## config.mk

```make
export PLATFORM = sky130hd
export DESIGN_NAME = grid_local_minimum_sum
export DESIGN_NICKNAME = d
export VERILOG_FILES = /design/src/rtl/core/glms_pkg.sv /design/src/rtl/core/glms_row_store.sv /design/src/rtl/core/glms_scan.sv /design/src/rtl/core/glms_accum.sv /design/src/rtl/core/grid_local_minimum_sum.sv
export SDC_FILE = /design/constraint.sdc
export NUM_CORES = 2
export LEC_CHECK = 0
export ABC_AREA = 1
export CAP_MARGIN = 25
export CELL_PAD_IN_SITES_DETAIL_PLACEMENT = 2
export CELL_PAD_IN_SITES_GLOBAL_PLACEMENT = 2
export CORE_MARGIN = 2
export CORE_UTILIZATION = 43
export CTS_CLUSTER_DIAMETER = 60
export DETAILED_ROUTE_END_ITERATION = 7
export DONT_BUFFER_PORTS = 1
export PLACE_DENSITY = 0.78
export SETUP_SLACK_MARGIN = 0.5
export SLEW_MARGIN = 20
export SYNTH_ARGS = -nofsm -noshare
export SYNTH_HDL_FRONTEND = slang
export SYNTH_SLANG_ARGS = --single-unit
```

## constraint.sdc

```tcl
create_clock -name clk -period 7.9 [get_ports clk]
set_input_delay 2.37 -clock clk [delete_from_list [all_inputs] [get_ports clk]]
set_output_delay 2.37 -clock clk [all_outputs]
set_load 0.005 [all_outputs]
```

## src/rtl/core/glms_pkg.sv

```systemverilog
`timescale 1ns / 1ps

package glms_pkg;

	// Fixed field widths of the pixel and result beats.
	localparam int HEIGHT_W  = 4;
	localparam int SUM_W     = 17;
	localparam int COUNT_W   = 14;
	localparam int CFG_W     = 8;
	localparam int CFG_IDX_W = 1;

	// Per-beat increments: up to four decisions of (1 + height) each.
	localparam int SUM_INC_W = 7;
	localparam int CNT_INC_W = 3;

	// Default frame store limits.
	localparam int MAX_WIDTH_DEF = 128;
	localparam int MAX_ROWS_DEF  = 128;

	// Configuration register indexes and reset values.
	localparam logic [CFG_IDX_W-1:0] REG_FRAME_WIDTH = 1'd0;
	localparam logic [CFG_IDX_W-1:0] REG_FRAME_ROWS  = 1'd1;
	localparam logic [CFG_W-1:0]     FRAME_WIDTH_RESET = 8'd100;
	localparam logic [CFG_W-1:0]     FRAME_ROWS_RESET  = 8'd100;

	// One row store entry: the row two above and the row just above.
	typedef struct packed {
		logic [HEIGHT_W-1:0] older;
		logic [HEIGHT_W-1:0] newer;
	} row_word_t;

	// Contribution of one accepted pixel beat to the frame totals.
	typedef struct packed {
		logic                 valid;
		logic                 last;
		logic [SUM_INC_W-1:0] sum_inc;
		logic [CNT_INC_W-1:0] cnt_inc;
	} incr_t;

endpackage

```

## src/rtl/core/glms_row_store.sv

```systemverilog
`timescale 1ns / 1ps

module glms_row_store #(
	parameter int DEPTH = glms_pkg::MAX_WIDTH_DEF,
	parameter int AW    = 7
) (
	input  logic                clk,
	input  logic                wr_en,
	input  logic [AW-1:0]       wr_addr,
	input  glms_pkg::row_word_t wr_data,
	input  logic                rd_en,
	input  logic [AW-1:0]       rd_addr,
	output glms_pkg::row_word_t rd_data
);

	glms_pkg::row_word_t mem [DEPTH];
	glms_pkg::row_word_t rd_data_q;

	// Single write port.
	always_ff @(posedge clk) begin
		if (wr_en) begin
			mem[wr_addr] <= wr_data;
		end
	end

	// Registered read; a read of the entry being written returns the new word.
	always_ff @(posedge clk) begin
		if (rd_en) begin
			if (wr_en && (rd_addr == wr_addr)) begin
				rd_data_q <= wr_data;
			end else begin
				rd_data_q <= mem[rd_addr];
			end
		end
	end

	assign rd_data = rd_data_q;

endmodule

```

## src/rtl/core/glms_scan.sv

```systemverilog
`timescale 1ns / 1ps

module glms_scan #(
	parameter int COL_W = 7,
	parameter int ROW_W = 7
) (
	input  logic                               clk,
	input  logic                               arst_n,
	input  logic                               clear,
	input  logic                               accept,
	input  logic [glms_pkg::HEIGHT_W-1:0]      pixel,
	input  logic [COL_W-1:0]                   col_last,
	input  logic [ROW_W-1:0]                   row_last,
	input  glms_pkg::row_word_t                rd_word,
	output logic                               wr_en,
	output logic [COL_W-1:0]                   wr_addr,
	output glms_pkg::row_word_t                wr_word,
	output logic                               rd_en,
	output logic [COL_W-1:0]                   rd_addr,
	output glms_pkg::incr_t                    incr
);

	localparam int HW = glms_pkg::HEIGHT_W;

	logic [COL_W-1:0] col_q;
	logic [ROW_W-1:0] row_q;

	// Window of the previous beats in the same row.
	logic [HW-1:0] prev_center_q;  // row above, previous column
	logic [HW-1:0] prev_up_q;      // two rows above, previous column
	logic [HW-1:0] prev_pixel_q;   // current row, previous column
	logic [HW-1:0] prev2_center_q; // row above, two columns back
	logic [HW-1:0] prev2_pixel_q;  // current row, two columns back

	logic col_ge1, col_ge2, row_ge1, row_ge2, at_col_last, at_row_last;

	logic [3:0]    judge_en;
	logic [3:0]    judge_hit;
	logic [HW-1:0] judge_center [4];

	// True when the center is strictly lower than every neighbor that exists.
	function automatic logic is_min(
		input logic [HW-1:0] center,
		input logic          up_ok,
		input logic [HW-1:0] up,
		input logic          dn_ok,
		input logic [HW-1:0] dn,
		input logic          lf_ok,
		input logic [HW-1:0] lf,
		input logic          rt_ok,
		input logic [HW-1:0] rt
	);
		return !(up_ok && (up <= center)) && !(dn_ok && (dn <= center)) &&
			!(lf_ok && (lf <= center)) && !(rt_ok && (rt <= center));
	endfunction

	assign col_ge1     = (col_q != '0);
	assign col_ge2     = col_ge1 && (col_q != COL_W'(1));
	assign row_ge1     = (row_q != '0);
	assign row_ge2     = row_ge1 && (row_q != ROW_W'(1));
	assign at_col_last = (col_q == col_last);
	assign at_row_last = (row_q == row_last);

	// Row store access: shift the column down one row, prefetch the next column.
	assign wr_en         = accept;
	assign wr_addr       = col_q;
	assign wr_word.older = rd_word.newer;
	assign wr_word.newer = pixel;
	assign rd_en         = accept;
	assign rd_addr       = at_col_last ? '0 : col_q + COL_W'(1);

	// Up to four pixels are decided on one beat.
	always_comb begin
		// Row above, previous column: its right neighbor is now known.
		judge_en[0]     = row_ge1 && col_ge1;
		judge_center[0] = prev_center_q;
		judge_hit[0]    = is_min(prev_center_q, row_ge2, prev_up_q, 1'b1, prev_pixel_q,
			col_ge2, prev2_center_q, 1'b1, rd_word.newer);
		// Row above, last column.
		judge_en[1]     = row_ge1 && at_col_last;
		judge_center[1] = rd_word.newer;
		judge_hit[1]    = is_min(rd_word.newer, row_ge2, rd_word.older, 1'b1, pixel,
			col_ge1, prev_center_q, 1'b0, pixel);
		// Last row, previous column.
		judge_en[2]     = at_row_last && col_ge1;
		judge_center[2] = prev_pixel_q;
		judge_hit[2]    = is_min(prev_pixel_q, row_ge1, prev_center_q, 1'b0, pixel,
			col_ge2, prev2_pixel_q, 1'b1, pixel);
		// Last row, last column.
		judge_en[3]     = at_row_last && at_col_last;
		judge_center[3] = pixel;
		judge_hit[3]    = is_min(pixel, row_ge1, rd_word.newer, 1'b0, pixel,
			col_ge1, prev_pixel_q, 1'b0, pixel);
	end

	// Sum the decisions of this beat.
	always_comb begin
		incr.valid   = accept;
		incr.last    = at_row_last && at_col_last;
		incr.sum_inc = '0;
		incr.cnt_inc = '0;
		for (int i = 0; i < 4; i++) begin
			if (judge_en[i] && judge_hit[i]) begin
				incr.sum_inc = incr.sum_inc +
					glms_pkg::SUM_INC_W'(judge_center[i]) + glms_pkg::SUM_INC_W'(1);
				incr.cnt_inc = incr.cnt_inc + glms_pkg::CNT_INC_W'(1);
			end
		end
	end

	// Scan position.
	always_ff @(posedge clk or negedge arst_n) begin
		if (!arst_n) begin
			col_q <= '0;
			row_q <= '0;
		end else if (clear) begin
			col_q <= '0;
			row_q <= '0;
		end else if (accept) begin
			if (at_col_last) begin
				col_q <= '0;
				row_q <= at_row_last ? '0 : row_q + ROW_W'(1);
			end else begin
				col_q <= col_q + COL_W'(1);
			end
		end
	end

	// Window registers follow the accepted beats.
	always_ff @(posedge clk or negedge arst_n) begin
		if (!arst_n) begin
			prev_center_q  <= '0;
			prev_up_q      <= '0;
			prev_pixel_q   <= '0;
			prev2_center_q <= '0;
			prev2_pixel_q  <= '0;
		end else if (clear) begin
			prev_center_q  <= '0;
			prev_up_q      <= '0;
			prev_pixel_q   <= '0;
			prev2_center_q <= '0;
			prev2_pixel_q  <= '0;
		end else if (accept) begin
			prev_center_q  <= rd_word.newer;
			prev_up_q      <= rd_word.older;
			prev_pixel_q   <= pixel;
			prev2_center_q <= prev_center_q;
			prev2_pixel_q  <= prev_pixel_q;
		end
	end

endmodule

```

## src/rtl/core/glms_accum.sv

```systemverilog
`timescale 1ns / 1ps

module glms_accum (
	input  logic                             clk,
	input  logic                             arst_n,
	input  logic                             clear,
	input  glms_pkg::incr_t                  incr,
	output logic                             take,
	output logic [glms_pkg::SUM_W-1:0]       risk_sum,
	output logic [glms_pkg::COUNT_W-1:0]     minima_count,
	output logic                             result_valid,
	input  logic                             result_ready
);

	localparam int SW = glms_pkg::SUM_W;
	localparam int CW = glms_pkg::COUNT_W;

	glms_pkg::incr_t incr_s1;
	logic [SW-1:0]   acc_sum_q;
	logic [CW-1:0]   acc_cnt_q;
	logic            result_valid_q;
	logic [SW-1:0]   risk_sum_q;
	logic [CW-1:0]   minima_count_q;

	logic          blocked;
	logic          finish;
	logic [SW:0]   sum_total;
	logic [CW:0]   cnt_total;
	logic [SW-1:0] sum_sat;
	logic [CW-1:0] cnt_sat;

	// A finished frame waits while the previous result has not been taken.
	assign blocked = incr_s1.valid && incr_s1.last && result_valid_q && !result_ready;
	assign take    = !blocked;
	assign finish  = incr_s1.valid && incr_s1.last && !blocked;

	// Saturating accumulate.
	always_comb begin
		sum_total = {1'b0, acc_sum_q} + (SW + 1)'(incr_s1.sum_inc);
		cnt_total = {1'b0, acc_cnt_q} + (CW + 1)'(incr_s1.cnt_inc);
		sum_sat   = sum_total[SW] ? '1 : sum_total[SW-1:0];
		cnt_sat   = cnt_total[CW] ? '1 : cnt_total[CW-1:0];
	end

	// Stage register, accumulators and result handshake.
	always_ff @(posedge clk or negedge arst_n) begin
		if (!arst_n) begin
			incr_s1        <= '0;
			acc_sum_q      <= '0;
			acc_cnt_q      <= '0;
			result_valid_q <= 1'b0;
		end else begin
			if (clear) begin
				acc_sum_q <= '0;
				acc_cnt_q <= '0;
			end else if (incr_s1.valid && !blocked) begin
				acc_sum_q <= incr_s1.last ? '0 : sum_sat;
				acc_cnt_q <= incr_s1.last ? '0 : cnt_sat;
			end
			if (!blocked) begin
				incr_s1 <= incr;
			end
			if (finish) begin
				result_valid_q <= 1'b1;
			end else if (result_ready) begin
				result_valid_q <= 1'b0;
			end
		end
	end

	// Result payload.
	always_ff @(posedge clk) begin
		if (finish) begin
			risk_sum_q     <= sum_sat;
			minima_count_q <= cnt_sat;
		end
	end

	assign result_valid = result_valid_q;
	assign risk_sum     = risk_sum_q;
	assign minima_count = minima_count_q;

endmodule

```

## src/rtl/core/grid_local_minimum_sum.sv

```systemverilog
`timescale 1ns / 1ps
// Four-neighbor local minimum count and risk sum over a streamed frame.
// Throughput: one pixel beat per clock; each beat does one read and one write of the row store.
// Result path: the last pixel beat's increment passes the stage register, then the result register.
// A finished frame behind an untaken result stalls the pixel side until that result is taken.
// Reset: asynchronous, active low; frame size returns to 100 x 100, scan and totals clear.

module grid_local_minimum_sum #(
	parameter int MAX_WIDTH = glms_pkg::MAX_WIDTH_DEF,
	parameter int MAX_ROWS  = glms_pkg::MAX_ROWS_DEF
) (
	input  logic                                clk,
	input  logic                                arst_n,
	input  logic                                cfg_write,
	input  logic [glms_pkg::CFG_IDX_W-1:0]      cfg_index,
	input  logic [glms_pkg::CFG_W-1:0]          cfg_data,
	input  logic                                pixel_valid,
	output logic                                pixel_ready,
	input  logic [glms_pkg::HEIGHT_W-1:0]       height_digit,
	output logic                                result_valid,
	input  logic                                result_ready,
	output logic [glms_pkg::SUM_W-1:0]          risk_sum,
	output logic [glms_pkg::COUNT_W-1:0]        minima_count
);

	localparam int COL_W = (MAX_WIDTH > 1) ? $clog2(MAX_WIDTH) : 1;
	localparam int ROW_W = (MAX_ROWS > 1) ? $clog2(MAX_ROWS) : 1;

	logic [glms_pkg::CFG_W-1:0] frame_width_q;
	logic [glms_pkg::CFG_W-1:0] frame_rows_q;
	logic [31:0]                width_ext;
	logic [31:0]                rows_ext;
	logic [COL_W-1:0]           col_last;
	logic [ROW_W-1:0]           row_last;

	logic                accept;
	logic                take;
	logic                wr_en;
	logic                rd_en;
	logic [COL_W-1:0]    wr_addr;
	logic [COL_W-1:0]    rd_addr;
	glms_pkg::row_word_t wr_word;
	glms_pkg::row_word_t rd_word;
	glms_pkg::incr_t     incr;

	// Configuration registers.
	always_ff @(posedge clk or negedge arst_n) begin
		if (!arst_n) begin
			frame_width_q <= glms_pkg::FRAME_WIDTH_RESET;
			frame_rows_q  <= glms_pkg::FRAME_ROWS_RESET;
		end else if (cfg_write) begin
			case (cfg_index)
				glms_pkg::REG_FRAME_WIDTH: begin
					frame_width_q <= cfg_data;
				end
				glms_pkg::REG_FRAME_ROWS: begin
					frame_rows_q <= cfg_data;
				end
				default: begin
				end
			endcase
		end
	end

	// Last column and last row, with zero read as one and large values clamped.
	assign width_ext = 32'(frame_width_q);
	assign rows_ext  = 32'(frame_rows_q);

	always_comb begin
		if (frame_width_q == '0) begin
			col_last = '0;
		end else if (width_ext > 32'(MAX_WIDTH)) begin
			col_last = COL_W'(MAX_WIDTH - 1);
		end else begin
			col_last = COL_W'(width_ext - 32'd1);
		end
		if (frame_rows_q == '0) begin
			row_last = '0;
		end else if (rows_ext > 32'(MAX_ROWS)) begin
			row_last = ROW_W'(MAX_ROWS - 1);
		end else begin
			row_last = ROW_W'(rows_ext - 32'd1);
		end
	end

	assign pixel_ready = take;
	assign accept      = pixel_valid && take;

	glms_row_store #(
		.DEPTH (MAX_WIDTH),
		.AW    (COL_W)
	) u_row_store (
		.clk     (clk),
		.wr_en   (wr_en),
		.wr_addr (wr_addr),
		.wr_data (wr_word),
		.rd_en   (rd_en),
		.rd_addr (rd_addr),
		.rd_data (rd_word)
	);

	glms_scan #(
		.COL_W (COL_W),
		.ROW_W (ROW_W)
	) u_scan (
		.clk      (clk),
		.arst_n   (arst_n),
		.clear    (cfg_write),
		.accept   (accept),
		.pixel    (height_digit),
		.col_last (col_last),
		.row_last (row_last),
		.rd_word  (rd_word),
		.wr_en    (wr_en),
		.wr_addr  (wr_addr),
		.wr_word  (wr_word),
		.rd_en    (rd_en),
		.rd_addr  (rd_addr),
		.incr     (incr)
	);

	glms_accum u_accum (
		.clk          (clk),
		.arst_n       (arst_n),
		.clear        (cfg_write),
		.incr         (incr),
		.take         (take),
		.risk_sum     (risk_sum),
		.minima_count (minima_count),
		.result_valid (result_valid),
		.result_ready (result_ready)
	);

endmodule

```

==> tab_implementation.tex <==
\begin{tabular}{lr}
\hline
Metric & Value \\
\hline
\multicolumn{2}{l}{\textbf{Global routing}} \\
GRT overflow & 0 \\
Number of antenna violations at the first check in global routing & 1 \\
Total routing resource utilization after global routing & 0.2861 \\
First-pass GRT wire length & 274.3 mm \\
Vias in the first global route & 43147 \\
Pin count of the biggest net entering global routing & 158 \\
\multicolumn{2}{l}{\textbf{Timing}} \\
Max Clk Rate & 0.1677 GHz \\
Transition time at the pin with the least slew margin & 1124 ps \\
Crit share post-route & 0.7549 \\
Post-layout min period & 5964 ps \\
Hold Violations, Final & 0 \\
Total Negative Setup Slacks & 0 ps \\
Worst relative slew slack & 0.2462 \\
Unrepaired setup endpoints after global routing & no \\
Largest clock skew in the final design & 38.42 ps \\
Count of pins over their slew limit & 0 \\
Setup ws final & 1936 ps \\
Minimum hold slack & 486.3 ps \\
Final count of negative-setup-slack endpoints & 0 \\
\multicolumn{2}{l}{\textbf{Synthesis}} \\
Number of register bits inferred by synthesis & 1157 \\
Number of nets in the synthesized netlist & 5190 \\
Post-synth ARST share & 0.08124 \\
Portion of synthesized cell area occupied by the leading cell type & 0.5949 \\
Mean cell area of the mapped netlist & 10.52 µm² \\
Sequential element share of the synthesized area & 0.6388 \\
Number of flops mapped to enable cells by yosys & 1063 \\
Number of distinct library cells after synthesis & 46 \\
Most frequent cell after synthesis & sky130\_fd\_sc\_hd\_\_nand3\_1 \\
Count of yosys warnings during synthesis & 0 \\
Post-synthesis cell area & 0.05366 mm² \\
Post-Synthesis Cells & 5100 \\
Ranking of synthesized cells by area & sky130\_fd\_sc\_hd\_\_edfxtp\_1, sky130\_fd\_sc\_hd\_\_nand3\_1, sky130\_fd\_sc\_hd\_\_nand2\_1 \\
Predominant post-synthesis flop cell & sky130\_fd\_sc\_hd\_\_edfxtp\_1 \\
Cell type with the largest total area after synthesis & sky130\_fd\_sc\_hd\_\_edfxtp\_1 \\
Synth top cells by count & sky130\_fd\_sc\_hd\_\_nand3\_1, sky130\_fd\_sc\_hd\_\_edfxtp\_1, sky130\_fd\_sc\_hd\_\_nand2\_1, sky130\_fd\_sc\_hd\_\_inv\_1, sky130\_fd\_sc\_hd\_\_nand3b\_1 \\
\multicolumn{2}{l}{\textbf{Clock network}} \\
Clock-pin slew on the worst setup and hold paths & 60 ps \\
Num CTS Buffers & 140 \\
Resized Gates After CTS & 0 \\
Largest buffer count on any clock path & 3 \\
Clock sink total & 1157 \\
Clock tree root buffer cell & sky130\_fd\_sc\_hd\_\_clkbuf\_16 \\
Postcts setup bufs & 0 \\
CTS H-tree lvls & 4 \\
TritonCTS clock tree & yes \\
Cts-stage hold buffer count & 0 \\
Worst-skew pair later-pin latency & 780 ps \\
\multicolumn{2}{l}{\textbf{Layout}} \\
Number of nets in the layout & 5098 \\
P\&R area growth vs syn & 10.49\% \\
Final design instance area without fill & 0.05929 mm² \\
\# fillers & 12509 \\
Area occupied by multi-input gates & 0.01501 mm² \\
Number of antenna repair diodes & 0 \\
Register area & 0.03428 mm² \\
Layout cells sized above 1 & 0.06454 \\
Final standard cell utilization of the core & 0.4790 \\
Number of standard cells in the layout, taps in and fillers out & 6750 \\
\multicolumn{2}{l}{\textbf{Die}} \\
Area inside the core boundary & 0.1238 mm² \\
Initial cell density of the core & 0.4335 \\
Width of the die & 357.3 µm \\
Die extent in y & 357.3 µm \\
Floorplan die area & 0.1276 mm² \\
IO Pins & 51 \\
Row Count & 129 \\
\multicolumn{2}{l}{\textbf{Status}} \\
Violated checks & design-rule violations \\
Result of the run & finished, violations left \\
\multicolumn{2}{l}{\textbf{Placement}} \\
RD Place Congestion & 0.7984 \\
Post-DP HPWL & 104.4 mm \\
Worst setup timing slack at the placement stage & 1668 ps \\
Area post-placement & 0.05473 mm² \\
Number of instances in the placed design & 6501 \\
IO Port Bufs & 0 \\
\multicolumn{2}{l}{\textbf{Pwr}} \\
Int Power & 10.98 mW \\
Overall power & 14.80 mW \\
Switch share & 0.2584 \\
Lkg Pwr & 23.31 nW \\
Clock group share of total power & 0.431 \\
Power per cell area & 249.7 mW/mm² \\
Switching pwr & 3.825 mW \\
Worst IR drop on VDD & 0.2353 mV \\
Gate power share & 0.106 \\
Register share of total power & 0.463 \\
\multicolumn{2}{l}{\textbf{Worst setup path}} \\
Critical path's slowest cell & sky130\_fd\_sc\_hd\_\_inv\_2 \\
Highest fanout seen on the critical path & 85 \\
Largest stage delay, worst path & 650 ps \\
Cell seen most often among critical-path stages & sky130\_fd\_sc\_hd\_\_nand3\_1 \\
Kind of capture point of the worst setup path & flop \\
Data required, critical path & 8430 ps \\
Critical-path cell list & inv\_1, ha\_1, nand2\_1, nor2\_2, nand3\_1, nand2\_1, nand2\_1, nand2\_1, nor2\_1, nand3\_4, buf\_4, nand2\_8, inv\_2, buf\_4, nand2\_1, nand3\_1, nand3\_1, nand3\_1, nand3\_1, nand3\_1, nand3\_1, nand3\_1, nand2\_1 \\
Startpoint Class & flop \\
Classification of the worst setup path & flop to flop \\
Worst endpoint data arrival time & 6490 ps \\
\multicolumn{2}{l}{\textbf{Detailed routing}} \\
Detailed-route via count & 38700 \\
Sum of routed wire length over all layers & 181.0 mm \\
Number of DRC markers in iteration 0 & 2958 \\
Iteration count of the initial detailed-routing pass & 8 \\
Number of routed nets with antenna violations & 0 \\
Drt drc & 4 \\
Post-detailed-route wirelength per cell & 26.82 µm \\
Number of vias per cell after detailed routing & 5.733 \\
\multicolumn{2}{l}{\textbf{Hold path}} \\
Hold crit path type & flop to flop \\
\multicolumn{2}{l}{\textbf{Job}} \\
Max-cap violation count & 0 \\
\hline
\end{tabular}
[layout make-up]
type | instances | share of cell area
Sequential cell | 1157 | 0.5782
Multi-Input combinational cell | 2893 | 0.2532
Clock inverter | 60 | 0.008567
Clock buffer | 187 | 0.06736
Timing Repair Buffer | 55 | 0.009749
Tap cell | 1637 | 0.03454
Inverter | 761 | 0.04847
[path summary, 6_finish.rpt]
| path | start | end | slack (ps) | cells after the start |
|---|---|---|---|---|
| max | frame_width_q[0]$_DFFE_PN0P_ | u_row_store.rd_data[2]$_DFFE_PP_ | 1940 | 23 |
| min | frame_rows_q[1]$_DFFE_PN0P_ | frame_rows_q[1]$_DFFE_PN0P_ | 490 | 2 |
| max reg2reg | frame_width_q[0]$_DFFE_PN0P_ | u_row_store.rd_data[2]$_DFFE_PP_ | 1940 | 23 |
| min reg2reg | frame_rows_q[1]$_DFFE_PN0P_ | frame_rows_q[1]$_DFFE_PN0P_ | 490 | 2 |
| max in group asynchronous | arst_n | frame_width_q[6]$_DFFE_PN1P_ | 6310 | 0 |
| min in group asynchronous | arst_n | u_accum.acc_cnt_q[9]$_DFFE_PN0P_ | 1290 | 0 |
[metal layers]
layer,track usage,vias to the layer above,part of all wire
met1,0.3664,20222,0.42
met2,0.4979,960,0.51
li1,-,17226,-
met4,0.09924,0,0.030
met3,0.03852,292,0.044
met5,0,-,0
[power groups by stage]
stage / Clock [mW] / Sequential, mW / Combinational [mW]
after floorplan: 0 / 7.04 / 0.903
after global placement: 0 / 6.98 / 1.48
after detailed placement: 0 / 6.98 / 1.55
after CTS: 6.47 / 6.86 / 1.57
after global routing: 6.68 / 6.86 / 1.70
final: 6.38 / 6.86 / 1.57
[critical path, delay by kind of cell, from the launching register on]
kind / cells / cell delay, ps
buffers and inverters: 4 / 1920
flip-flops: 1 / 410
adder cells (fa/ha/maj): 1 / 280
AND/OR/NAND/NOR: 18 / 2960
[placed cells by master, fill, tap and decap left out, types with 3 or more instances in the layout]
cell                            n
sky130_fd_sc_hd__o22ai_1       37
sky130_fd_sc_hd__clkinv_8       3
sky130_fd_sc_hd__xnor2_1        5
sky130_fd_sc_hd__nor3_1        24
sky130_fd_sc_hd__a21oi_1       27
sky130_fd_sc_hd__o2111ai_1     16
sky130_fd_sc_hd__dfrtp_1       88
sky130_fd_sc_hd__edfxtp_1    1063
sky130_fd_sc_hd__a221oi_1       3
sky130_fd_sc_hd__clkbuf_8       8
sky130_fd_sc_hd__inv_2          6
sky130_fd_sc_hd__nand4_1       15
sky130_fd_sc_hd__ha_1          67
sky130_fd_sc_hd__dfstp_2        6
sky130_fd_sc_hd__o21ai_0       90
sky130_fd_sc_hd__nand3b_1     288
sky130_fd_sc_hd__clkbuf_1      28
sky130_fd_sc_hd__nor4_1         3
sky130_fd_sc_hd__or2_2         44
sky130_fd_sc_hd__nor2_2         6
sky130_fd_sc_hd__clkinv_2      18
sky130_fd_sc_hd__clkinvlp_4     5
sky130_fd_sc_hd__nor2_1       228
sky130_fd_sc_hd__buf_12        10
sky130_fd_sc_hd__nand3_1     1145
sky130_fd_sc_hd__xor2_1        29
sky130_fd_sc_hd__o211ai_1      10
sky130_fd_sc_hd__clkinv_1      33
sky130_fd_sc_hd__clkbuf_16    151
sky130_fd_sc_hd__a31oi_1        7
sky130_fd_sc_hd__inv_1        742
sky130_fd_sc_hd__nand2_1      814
sky130_fd_sc_hd__buf_4         43
sky130_fd_sc_hd__inv_6          4
sky130_fd_sc_hd__o31ai_1        4
sky130_fd_sc_hd__o21bai_1       3
sky130_fd_sc_hd__fa_1           5
sky130_fd_sc_hd__nand2_8        3
sky130_fd_sc_hd__bufinv_16      7
[logic make-up after synthesis]
kind of cell / count (synthesis) / synth area share
compound gates: 207 / 0.02290
xor+xnor: 35 / 0.005712
fa+ha+maj: 72 / 0.01749
buf+inv: 1050 / 0.08287
flops: 1157 / 0.6388
simple gates: 2579 / 0.2322
[flip-flops by register name (all words and copies together), names as in the netlist]
register               cells
u_scan.prev2_pixel_q       4
u_accum.incr_s1           12
u_accum.minima_count      14
u_scan.prev_up_q           4
u_scan.row_q               7
frame_rows_q               8
u_scan.prev_center_q       4
u_accum.result_valid       1
u_row_store.rd_data        8
u_scan.prev_pixel_q        4
frame_width_q              8
u_accum.acc_cnt_q         14
u_accum.acc_sum_q         17
u_scan.prev2_center_q      4
u_scan.wr_addr             7
u_accum.risk_sum          17
u_row_store.mem         1024
Note: power is estimated with default switching activity, not from simulation.
